--- src/hw/rtl/lbp_pkg.sv ---
package lbp_pkg;

   // Width of the caller's machine word; lengths above it are saturated.
   localparam int WordBits = 32;

   // Width of the code value field.
   localparam int ValueBits = 32;

   // Largest length that is honored: the smaller of the word and value widths.
   localparam int LenCap = (WordBits < ValueBits) ? WordBits : ValueBits;

   // Depth of the queue between the front and back parts.
   localparam int QueueDepth = 2;
   localparam int QueuePtrBits = $clog2(QueueDepth);

   // One input word.
   typedef struct packed {
      logic [31:0] code_value;
      logic [5:0]  code_length;
   } req_type;

   // One result word.
   typedef struct packed {
      logic [7:0] packed_byte;
      logic       run_last;
   } rsp_type;

   // A run of completed bytes handed from the front part to the back part.
   typedef struct packed {
      logic [31:0] bytes;
      logic [2:0]  nbytes;
   } run_type;

   // Status of the queue as seen by its neighbors.
   typedef struct packed {
      logic empty;
      logic full;
   } qstat_type;

endpackage

--- src/hw/rtl/lsb_first_bit_packer.sv ---
// The bytes a word completes pass the run queue and then the output register to rsp_word.
// Throughput: one output byte per cycle while rsp_pop is held, set by the single output
// register of the back part; an input word completes at most four bytes.
// A two-entry run queue lets the front accept while the back drains earlier bytes.
// Reset (synchronous, active high) clears the pending bits, the queue and the output valid flag.
module lsb_first_bit_packer (
   input  logic             clock,
   input  logic             reset,
   input  logic             req_push,
   output logic             req_full,
   input  lbp_pkg::req_type req_word,
   output logic             rsp_empty,
   input  logic             rsp_pop,
   output lbp_pkg::rsp_type rsp_word
);

   logic               accept;
   logic               run_push;
   logic               run_pop;
   lbp_pkg::run_type   run_word;
   lbp_pkg::run_type   head_word;
   lbp_pkg::qstat_type stat;

   // Input is held while the run queue is full.
   assign req_full = stat.full;
   assign accept   = req_push && !stat.full;

   lbp_front u_front (
      .clock    (clock),
      .reset    (reset),
      .accept   (accept),
      .req_word (req_word),
      .run_push (run_push),
      .run_word (run_word)
   );

   lbp_queue u_queue (
      .clock     (clock),
      .reset     (reset),
      .push      (run_push),
      .push_word (run_word),
      .pop       (run_pop),
      .head_word (head_word),
      .stat      (stat)
   );

   lbp_back u_back (
      .clock     (clock),
      .reset     (reset),
      .head_word (head_word),
      .stat      (stat),
      .run_pop   (run_pop),
      .rsp_empty (rsp_empty),
      .rsp_pop   (rsp_pop),
      .rsp_word  (rsp_word)
   );

endmodule

--- src/hw/rtl/lbp_front.sv ---
module lbp_front (
   input  logic              clock,
   input  logic              reset,
   input  logic              accept,
   input  lbp_pkg::req_type  req_word,
   output logic              run_push,
   output lbp_pkg::run_type  run_word
);

   logic [6:0]  pending_ff;
   logic [6:0]  pending_in;
   logic [2:0]  count_ff;
   logic [2:0]  count_in;
   logic [5:0]  len_eff;
   logic [63:0] mask;
   logic [31:0] value_masked;
   logic [38:0] acc;
   logic [38:0] acc_rest;
   logic [5:0]  total;
   logic [2:0]  nbytes;

   // Saturate the length and drop value bits above it.
   always_comb begin
      if (req_word.code_length > 6'(lbp_pkg::LenCap)) begin
         len_eff = 6'(lbp_pkg::LenCap);
      end else begin
         len_eff = req_word.code_length;
      end
      mask         = (64'd1 << len_eff) - 64'd1;
      value_masked = req_word.code_value & mask[31:0];
   end

   // Place the new bits above the pending ones and split off whole bytes.
   always_comb begin
      acc        = {32'd0, pending_ff} | ({7'd0, value_masked} << count_ff);
      total      = {3'd0, count_ff} + len_eff;
      nbytes     = total[5:3];
      acc_rest   = acc >> {nbytes, 3'b000};
      pending_in = pending_ff;
      count_in   = count_ff;
      if (accept) begin
         pending_in = acc_rest[6:0];
         count_in   = total[2:0];
      end
   end

   // Only items that complete at least one byte reach the back part.
   assign run_push        = accept && (nbytes != 3'd0);
   assign run_word.bytes  = acc[31:0];
   assign run_word.nbytes = nbytes;

   // Residual bit state.
   always_ff @(posedge clock) begin
      if (reset) begin
         pending_ff <= 7'd0;
         count_ff   <= 3'd0;
      end else begin
         pending_ff <= pending_in;
         count_ff   <= count_in;
      end
   end

   // Pending bits above the pending count are always clear.
   assert property (@(posedge clock) disable iff (reset)
      (pending_ff >> count_ff) == 7'd0)
      else $error("Stray bits above the pending count.");

   // A pushed run never holds more than four bytes.
   assert property (@(posedge clock) disable iff (reset)
      run_push |-> (nbytes <= 3'd4))
      else $error("Run longer than four bytes.");

   // An item that completes no byte leaves fewer than eight bits pending.
   assert property (@(posedge clock) disable iff (reset)
      (accept && !run_push) |=> ({3'd0, count_ff} == $past(total)))
      else $error("Pending count lost on an item without output.");

endmodule

--- src/hw/rtl/lbp_queue.sv ---
module lbp_queue (
   input  logic               clock,
   input  logic               reset,
   input  logic               push,
   input  lbp_pkg::run_type   push_word,
   input  logic               pop,
   output lbp_pkg::run_type   head_word,
   output lbp_pkg::qstat_type stat
);

   localparam int CountBits = lbp_pkg::QueuePtrBits + 1;

   lbp_pkg::run_type                  mem [lbp_pkg::QueueDepth];
   logic [lbp_pkg::QueuePtrBits-1:0]  wr_ptr_ff;
   logic [lbp_pkg::QueuePtrBits-1:0]  wr_ptr_in;
   logic [lbp_pkg::QueuePtrBits-1:0]  rd_ptr_ff;
   logic [lbp_pkg::QueuePtrBits-1:0]  rd_ptr_in;
   logic [CountBits-1:0]              count_ff;
   logic [CountBits-1:0]              count_in;
   logic                              do_push;
   logic                              do_pop;

   assign stat.empty = (count_ff == '0);
   assign stat.full  = (count_ff == CountBits'(lbp_pkg::QueueDepth));
   assign do_push    = push && !stat.full;
   assign do_pop     = pop && !stat.empty;
   assign head_word  = mem[rd_ptr_ff];

   // Pointers wrap naturally since the depth is a power of two.
   always_comb begin
      wr_ptr_in = do_push ? wr_ptr_ff + 1'b1 : wr_ptr_ff;
      rd_ptr_in = do_pop ? rd_ptr_ff + 1'b1 : rd_ptr_ff;
      count_in  = count_ff;
      if (do_push && !do_pop) begin
         count_in = count_ff + CountBits'(1);
      end else if (do_pop && !do_push) begin
         count_in = count_ff - CountBits'(1);
      end
   end

   // Storage.
   always_ff @(posedge clock) begin
      if (do_push) begin
         mem[wr_ptr_ff] <= push_word;
      end
   end

   // Pointers and fill count.
   always_ff @(posedge clock) begin
      if (reset) begin
         wr_ptr_ff <= '0;
         rd_ptr_ff <= '0;
         count_ff  <= '0;
      end else begin
         wr_ptr_ff <= wr_ptr_in;
         rd_ptr_ff <= rd_ptr_in;
         count_ff  <= count_in;
      end
   end

   // The fill count agrees with the pointer distance.
   assert property (@(posedge clock) disable iff (reset)
      (wr_ptr_ff - rd_ptr_ff) == count_ff[lbp_pkg::QueuePtrBits-1:0])
      else $error("Queue count and pointers disagree.");

   // The fill count never exceeds the depth.
   assert property (@(posedge clock) disable iff (reset)
      count_ff <= CountBits'(lbp_pkg::QueueDepth))
      else $error("Queue overfilled.");

   // A push into a full queue never happens.
   assert property (@(posedge clock) disable iff (reset)
      !(push && stat.full))
      else $error("Push into a full queue.");

endmodule

--- src/hw/rtl/lbp_back.sv ---
module lbp_back (
   input  logic               clock,
   input  logic               reset,
   input  lbp_pkg::run_type   head_word,
   input  lbp_pkg::qstat_type stat,
   output logic               run_pop,
   output logic               rsp_empty,
   input  logic               rsp_pop,
   output lbp_pkg::rsp_type   rsp_word
);

   logic             out_valid_ff;
   logic             out_valid_in;
   lbp_pkg::rsp_type out_ff;
   lbp_pkg::rsp_type out_in;
   logic [1:0]       idx_ff;
   logic [1:0]       idx_in;
   logic             load;
   logic             last;

   // Move the next byte into the output register whenever it is free.
   always_comb begin
      load         = !stat.empty && (!out_valid_ff || rsp_pop);
      last         = (({1'b0, idx_ff} + 3'd1) == head_word.nbytes);
      out_in       = out_ff;
      idx_in       = idx_ff;
      out_valid_in = out_valid_ff && !rsp_pop;
      if (load) begin
         out_in.packed_byte = head_word.bytes[{idx_ff, 3'b000} +: 8];
         out_in.run_last    = last;
         out_valid_in       = 1'b1;
         idx_in             = last ? 2'd0 : idx_ff + 2'd1;
      end
   end

   assign run_pop   = load && last;
   assign rsp_empty = !out_valid_ff;
   assign rsp_word  = out_ff;

   // Control state.
   always_ff @(posedge clock) begin
      if (reset) begin
         out_valid_ff <= 1'b0;
         idx_ff       <= 2'd0;
      end else begin
         out_valid_ff <= out_valid_in;
         idx_ff       <= idx_in;
      end
   end

   // Output payload.
   always_ff @(posedge clock) begin
      out_ff <= out_in;
   end

   // The byte index always points inside the run at the queue head.
   assert property (@(posedge clock) disable iff (reset)
      !stat.empty |-> ({1'b0, idx_ff} < head_word.nbytes))
      else $error("Byte index beyond the run.");

   // A run is released exactly when its last byte is loaded.
   assert property (@(posedge clock) disable iff (reset)
      run_pop |=> (out_valid_ff && out_ff.run_last && idx_ff == 2'd0))
      else $error("Run released without its last byte.");

   // Between runs the index rests at zero.
   assert property (@(posedge clock) disable iff (reset)
      stat.empty |-> (idx_ff == 2'd0))
      else $error("Byte index left over with no run waiting.");

endmodule

--- config.mk ---
export PLATFORM = sky130hd
export DESIGN_NAME = lsb_first_bit_packer
export DESIGN_NICKNAME = d
export VERILOG_FILES = /design/src/hw/rtl/lbp_pkg.sv /design/src/hw/rtl/lsb_first_bit_packer.sv /design/src/hw/rtl/lbp_front.sv /design/src/hw/rtl/lbp_queue.sv /design/src/hw/rtl/lbp_back.sv
export SDC_FILE = /design/constraint.sdc
export NUM_CORES = 1
export LEC_CHECK = 0
export BUFFER_PORTS_ARGS = -buffer_cell sky130_fd_sc_hd__buf_2
export CORE_ASPECT_RATIO = 1.5
export CORE_UTILIZATION = 30
export DETAILED_ROUTE_END_ITERATION = 16
export SKIP_LAST_GASP = 1
export SYNTH_ARGS = -nofsm -noshare
export SYNTH_HDL_FRONTEND = slang
export SYNTH_SLANG_ARGS = --single-unit
--- constraint.sdc ---
create_clock -name clock -period 7.65 [get_ports clock]
set_input_delay 1.53 -clock clock [delete_from_list [all_inputs] [get_ports clock]]
set_output_delay 1.53 -clock clock [all_outputs]
set_load 0.01 [all_outputs]
# Yosys cells after proc, flatten, opt, wreduce, memory -nomap -nowiden
# Memories as Yosys holds them, arrays and structs flattened. A register that Yosys moved wholly into a read port is not among the register bits.
# Cells that the tools add are included.
[classes]
n_addsub = 8
n_lt_le_gt_ge = 1
n_eq_ne = 2
n_shift = 4
muxes = 9
bitwise = 2
reduce_logical = 19
[op_table]
columns = ["cell", "count"]
rows = [
  ["7-bit by 39-bit bitwise OR with 39-bit output", 1],
  ["32-bit by 3-bit left shift with 39-bit output", 1],
  ["39-bit by 6-bit >> shifter with 7-bit output", 1],
  ["32-bit AND", 1],
  ["32-bit by 6-bit indexed part select with 8-bit output", 1],
  ["1-bit by 6-bit left shift with 32-bit output (first input constant)", 1],
  ["32-bit by 1-bit subtractor with 32-bit output (second input constant)", 1],
  ["1-bit logical AND", 9],
  ["3-bit by 6-bit adder with 6-bit output", 1],
  ["6-bit greater-than comparator (second input constant)", 1],
  ["1-bit logical NOT", 6],
  ["2-bit 2-to-1 mux", 3],
  ["6-bit 2-to-1 mux", 1],
  ["1-bit 2-to-1 mux", 5],
  ["2-bit by 1-bit adder with 2-bit output (second input constant)", 2],
  ["2-bit by 1-bit adder with 3-bit output (second input constant)", 1],
  ["3-bit == test", 1],
  ["3-bit nonzero test", 1],
  ["1-bit adder (second input constant)", 2],
  ["2-bit == test (second input constant)", 1],
  ["2-bit logical NOT", 1],
  ["2-bit nonzero test", 1],
  ["2-bit by 1-bit subtractor with 2-bit output (second input constant)", 1],
  ["1-bit logical OR", 1],
]
[word_totals]
regBits = 26
ram_bits = 70
out_inout_bits = 11
elab_cells = 55
mem_count = 1
[mem_list]
columns = ["name", "depth", "width", "rd", "rd_clocked_by_memory_dff", "write_ports", "line", "source"]
rows = [
  ["u_queue.mem", 2, 35, 1, 1, 1, "lbp_queue.sv:13", "lbp_pkg::run_type mem [lbp_pkg::QueueDepth];"],
]

# Longest topological paths before layout
[logic_depth]
word_depth = 10
ltp_mapped = 17
ltp_nobuf = 13

# By module
# Synthesis repeated with hierarchy kept, for this count alone.
[hier_totals]
cells_unflattened = 732
hier_area_um2 = 7073.0
[by_module_without_submodules]
columns = ["mod", "instances", "cells_per_inst", "area_each_um2", "seq_area_each_um2"]
rows = [
  ["lbp_front", 1, 557, 3649.8, 200.2],
  ["lbp_queue", 1, 134, 2738.9, 2202.1],
  ["lbp_back", 1, 40, 670.6, 330.3],
  ["lsb_first_bit_packer", 1, 1, 13.8, 0.0],
]

# Worst setup path after synthesis
# No wires, ideal clock.
[synth_path]
path_kind = "in2reg"
from = "input req_word[5] (netlist name)"
to = "memory u_queue.mem[0][0] (netlist name), enable pin"
setup_ns = 0.471
t_arrival_ns = 5.998
required_ns = 7.179
path_slack_ns = 1.181
stages = 11
cell_sequence = "buf_2 -> buf_4 -> clkbuf_1 -> clkbuf_1 -> nor2b_1 -> ha_1 -> o21a_1 -> a21oi_1 -> nand3b_1 -> a21oi_1 -> nor3_1"
[synth_between]
elab_chain_cells = 8
[synth_rtl]
columns = ["item", "line", "source"]
rows = [
  ["start, declared", "lsb_first_bit_packer.sv:11", "input lbp_pkg::req_type req_word,"],
  ["6-bit greater-than comparator", "lbp_front.sv:24", "if (req_word.code_length > 6'(lbp_pkg::LenCap)) begin"],
  ["6-bit 2-to-1 mux (*)", "lbp_front.sv:24", ""],
  ["3-bit by 6-bit adder with 6-bit output (*)", "lbp_front.sv:36", "total = {3'd0, count_ff} + len_eff;"],
  ["3-bit nonzero test (*)", "lbp_front.sv:48", "assign run_push = accept && (nbytes != 3'd0);"],
  ["1-bit logical AND (*)", "lbp_front.sv:48", ""],
  ["1-bit logical AND (*)", "lbp_queue.sv:25", "assign do_push = push && !stat.full;"],
  ["1-bit 2-to-1 mux (*)", "lbp_queue.sv:43", "if (do_push) begin"],
  ["1-bit 2-to-1 mux (implied by the code) (*)", "lbp_queue.sv:44", "mem[wr_ptr_ff] <= push_word;"],
  ["end, declared", "lbp_queue.sv:13", ""],
]
# Every way passes the cells marked *; elsewhere a longest branch is shown, timed or not.

==> flow_metrics.env <==
export IMPL_status="complete, no violations"
export IMPL_p_leak_nw=2.71
export IMPL_async_flop_share=0
export IMPL_port_buffers=52
export IMPL_gp_congestion=0.944
export IMPL_pre_cts_ws_ps=2390
export IMPL_swShare=0.347
export IMPL_drtIter0Drc=523
export IMPL_finalNetCount=763
export IMPL_layout_worst_path_cycle_share=0.641
export IMPL_min_period_ps=4910
export IMPL_finalWirelength_microns=20700
export IMPL_power_switching_mw=0.688
export IMPL_clockBufferDepth=2
export IMPL_grt_setup_unrepaired="no"
export IMPL_cp_slowest_cell="o311ai_0"
export IMPL_hold_path_class="reg -> reg"
export IMPL_synthFlopType="edfxtp_1"
export IMPL_cts_sinks=97
export IMPL_htreeDepth=3
export IMPL_p_comb_frac=0.361
export IMPL_final_layout_size_suffix_gt1_frac=0.194
export IMPL_grt_ovfl_total=0
export IMPL_cpPeakStageDelay_ps=670
export IMPL_grt_pass1_wl_microns=32700
export IMPL_clk_latency_ps=340
export IMPL_grt_max_degree=60
export IMPL_cts_buffers=9
export IMPL_cap_violations=0
export IMPL_core_sq_um=23000
export IMPL_critPathLaunchType="input pin"
export IMPL_clk_pin_slew_ps=70
export IMPL_io_pins=53
export IMPL_cts_tree="done"
export IMPL_synthCells=706
export IMPL_syn_to_final_growth_pct=10.2
export IMPL_cpMostUsedCell="nor3_1"
export IMPL_finalHoldViolations=0
export IMPL_viasPerCell=5.95
export IMPL_synth_area_sq_um=6990
export IMPL_yosysWarnings=0
export IMPL_seq_area_frac_synth=0.391
export IMPL_globalRouteTotalUtil=0.177
export IMPL_root_buffer="clkbuf_16"
export IMPL_setup_violations_final=0
export IMPL_die_y_microns=189
export IMPL_syn_nets=753
export IMPL_path_class="in -> reg"
export IMPL_p_int_mw=1.29
export IMPL_ant_nets=0
export IMPL_synth_seq_cells=97
export IMPL_rr_worst_depth=10
export IMPL_slew_violations=0
export IMPL_arrival_ps=5160
export IMPL_whs_path_depth=2
export IMPL_first_global_vias=5837
export IMPL_slew_headroom=0.354
export IMPL_route_vias_total=5956
export IMPL_initial_utilization=0.304
export IMPL_antenna_found_initial=0
export IMPL_dpl_hpwl_microns=15600
export IMPL_tns_ps=0
export IMPL_crit_chain="buf_2 -> nor4_1 -> nand2_1 -> ha_1 -> buf_4 -> nor3_1 -> a32oi_1 -> nor3_1 -> nor2_1 -> o311ai_0 -> a21oi_1 -> a311oi_1"
export IMPL_critPathMaxFanout=46
export IMPL_drtPass1Iterations=5
export IMPL_wl_per_cell_microns=20.7
export IMPL_setup_slack_ps=2740
export IMPL_synth_edf_count=79
export IMPL_cellPowerDensity_nw_per_um2=257
export IMPL_clock_fmax_mhz=204
export IMPL_diodes=0
export IMPL_endpoint_kind="register"
export IMPL_peakVddDrop_v=0.000104
export IMPL_p_seq_frac=0.408
export IMPL_worstMarginPinSlew_ps=967
export IMPL_post_cts_buffers=0
export IMPL_hold_buffers=0
export IMPL_skew_ps=6.67
export IMPL_clkPwrFrac=0.231
export IMPL_worstPathRequired_ps=7900
export IMPL_syn_avg_cell_area_sq_um=9.90
export IMPL_chipWidth_microns=127
export IMPL_synthDistinctLibCells=94
export IMPL_nFillCells=2365
export IMPL_placementRows=68
export IMPL_drc=0
export IMPL_die_area_sq_um=23900
export IMPL_cts_repair_resized=0
metal layers:
metal / vias up / routed length, microns / global-route usage
met5: - / 0 / 0
met4: 0 / 1420 / 0.127
met1: 2867 / 8130 / 0.204
met3: 66 / 986 / 0.0215
met2: 240 / 10200 / 0.303
li1: 2783 / - / -
worst max-delay path, delay by kind of cell:
kind,cells,cell delay [ps]
adder cells (fa/ha/maj),1,200
AND/OR/NAND/NOR,5,1480
buffers and inverters,2,590
AO/OA/AOI/OAI,4,1350
Yosys cell counts (all sizes together), types with 7 or more instances:
cell type / number / area share
and2: 10 / 0.0093
a31oi: 10 / 0.0089
buf: 33 / 0.026
nor2b: 14 / 0.013
inv: 16 / 0.0086
o31a: 7 / 0.0088
mux4: 16 / 0.052
a21o: 9 / 0.0097
mux2i: 23 / 0.033
clkbuf: 30 / 0.016
nand3: 27 / 0.019
nand2b: 15 / 0.013
nand2: 43 / 0.023
o21ai: 41 / 0.030
nand4: 8 / 0.0072
edfxtp: 79 / 0.34
o211ai: 19 / 0.020
o31ai: 10 / 0.013
dfxtp: 18 / 0.052
mux2: 12 / 0.019
a21oi: 36 / 0.028
xnor2: 8 / 0.010
and3: 8 / 0.0072
nor3: 20 / 0.014
nor2: 51 / 0.027
cells by family after synthesis:
family | Yosys count | synth area share
and+or+nand+nor | 230 | 0.178
AOI/OAI and AO/OA | 228 | 0.249
DFF | 97 | 0.391
buffers and inverters | 81 | 0.0515
muxes | 51 | 0.104
xor gates and xnor gates | 13 | 0.0163
adders and majority gates | 6 | 0.0104
power groups by stage:
stage | clock network (mW) | registers [mW] | logic [mW]
floorplan | 0 | 0.809 | 0.507
global placement | 0 | 0.819 | 0.709
detailed placement | 0 | 0.823 | 0.713
CTS | 0.471 | 0.811 | 0.716
global route | 0.491 | 0.823 | 0.779
finish | 0.458 | 0.808 | 0.716
state kept, by name (all words and copies together) (netlist names), named ones only:
signal,count
u_queue.count_ff,2
u_queue.rd_ptr_ff,1
u_front.pending_ff,7
u_front.count_ff,3
u_back.idx_ff,2
u_queue.mem,70
u_back.rsp_word,9
u_back.out_valid_ff,1
u_queue.wr_ptr_ff,1
cells in the final DEF, fill, tap and decap left out, types with 5 or more instances in the layout:
master,netlist,final
xor2_1,5,5
ha_1,5,5
nor2b_1,14,14
o31a_1,7,7
o21bai_1,5,5
edfxtp_1,79,79
o31ai_1,7,7
a21o_1,9,9
dfxtp_1,18,16
buf_4,3,10
a22oi_1,6,6
nor2_1,51,51
a31oi_1,10,10
o21ai_1,5,5
nand2b_1,15,15
a211oi_1,6,6
nand4_1,8,8
and3_1,8,8
a21oi_1,34,34
nor3_1,20,19
and2_1,9,9
nand2_1,43,43
a211o_1,5,5
mux2_2,12,12
a32oi_1,6,6
clkbuf_16,0,9
mux4_2,16,16
o21ai_0,35,35
nand3_1,27,27
mux2i_1,23,23
xnor2_1,8,8
buf_2,18,52
o21a_1,5,5
inv_1,16,16
or3_1,5,5
o211ai_1,19,19
through the flow:
| step | std cells | hold slack [ps] | power (mW) | utilization | cell area, sq um |
|---|---|---|---|---|---|
| after CTS | 1001 | 501 | 2.00 | 0.335 | 7700 |
| after global routing | 1001 | 533 | 2.09 | 0.335 | 7700 |
| after floorplan | 706 | 463 | 1.32 | - | 6990 |
| final | 1001 | 495 | 1.98 | 0.335 | 7700 |
| after detailed placement | 985 | 488 | 1.54 | 0.322 | 7390 |
| after global placement | 985 | 486 | 1.53 | 0.322 | 7390 |
area by class of cell:
class	count	area (sq um)	share of cell area
Multi-Input combinational cell	528	3900	0.507
Clock inverter	7	85.1	0.0110
Tap cell	280	350	0.0455
Sequential cell	97	2740	0.355
Timing Repair Buffer	62	335	0.0435
Inverter	18	67.6	0.00877
Clock buffer	9	225	0.0292
final timing paths:
kind	startpoint	endpoint	slack, ps
setup / recovery	req_word[5]	u_front.pending_ff[0]	2740
hold / removal	u_back.out_valid_ff	u_back.out_valid_ff	490
setup reg to reg	u_front.count_ff[2]	u_queue.count_ff[1]	4150
hold reg to reg	u_back.out_valid_ff	u_back.out_valid_ff	490
Power figures use the tool's default switching activity.
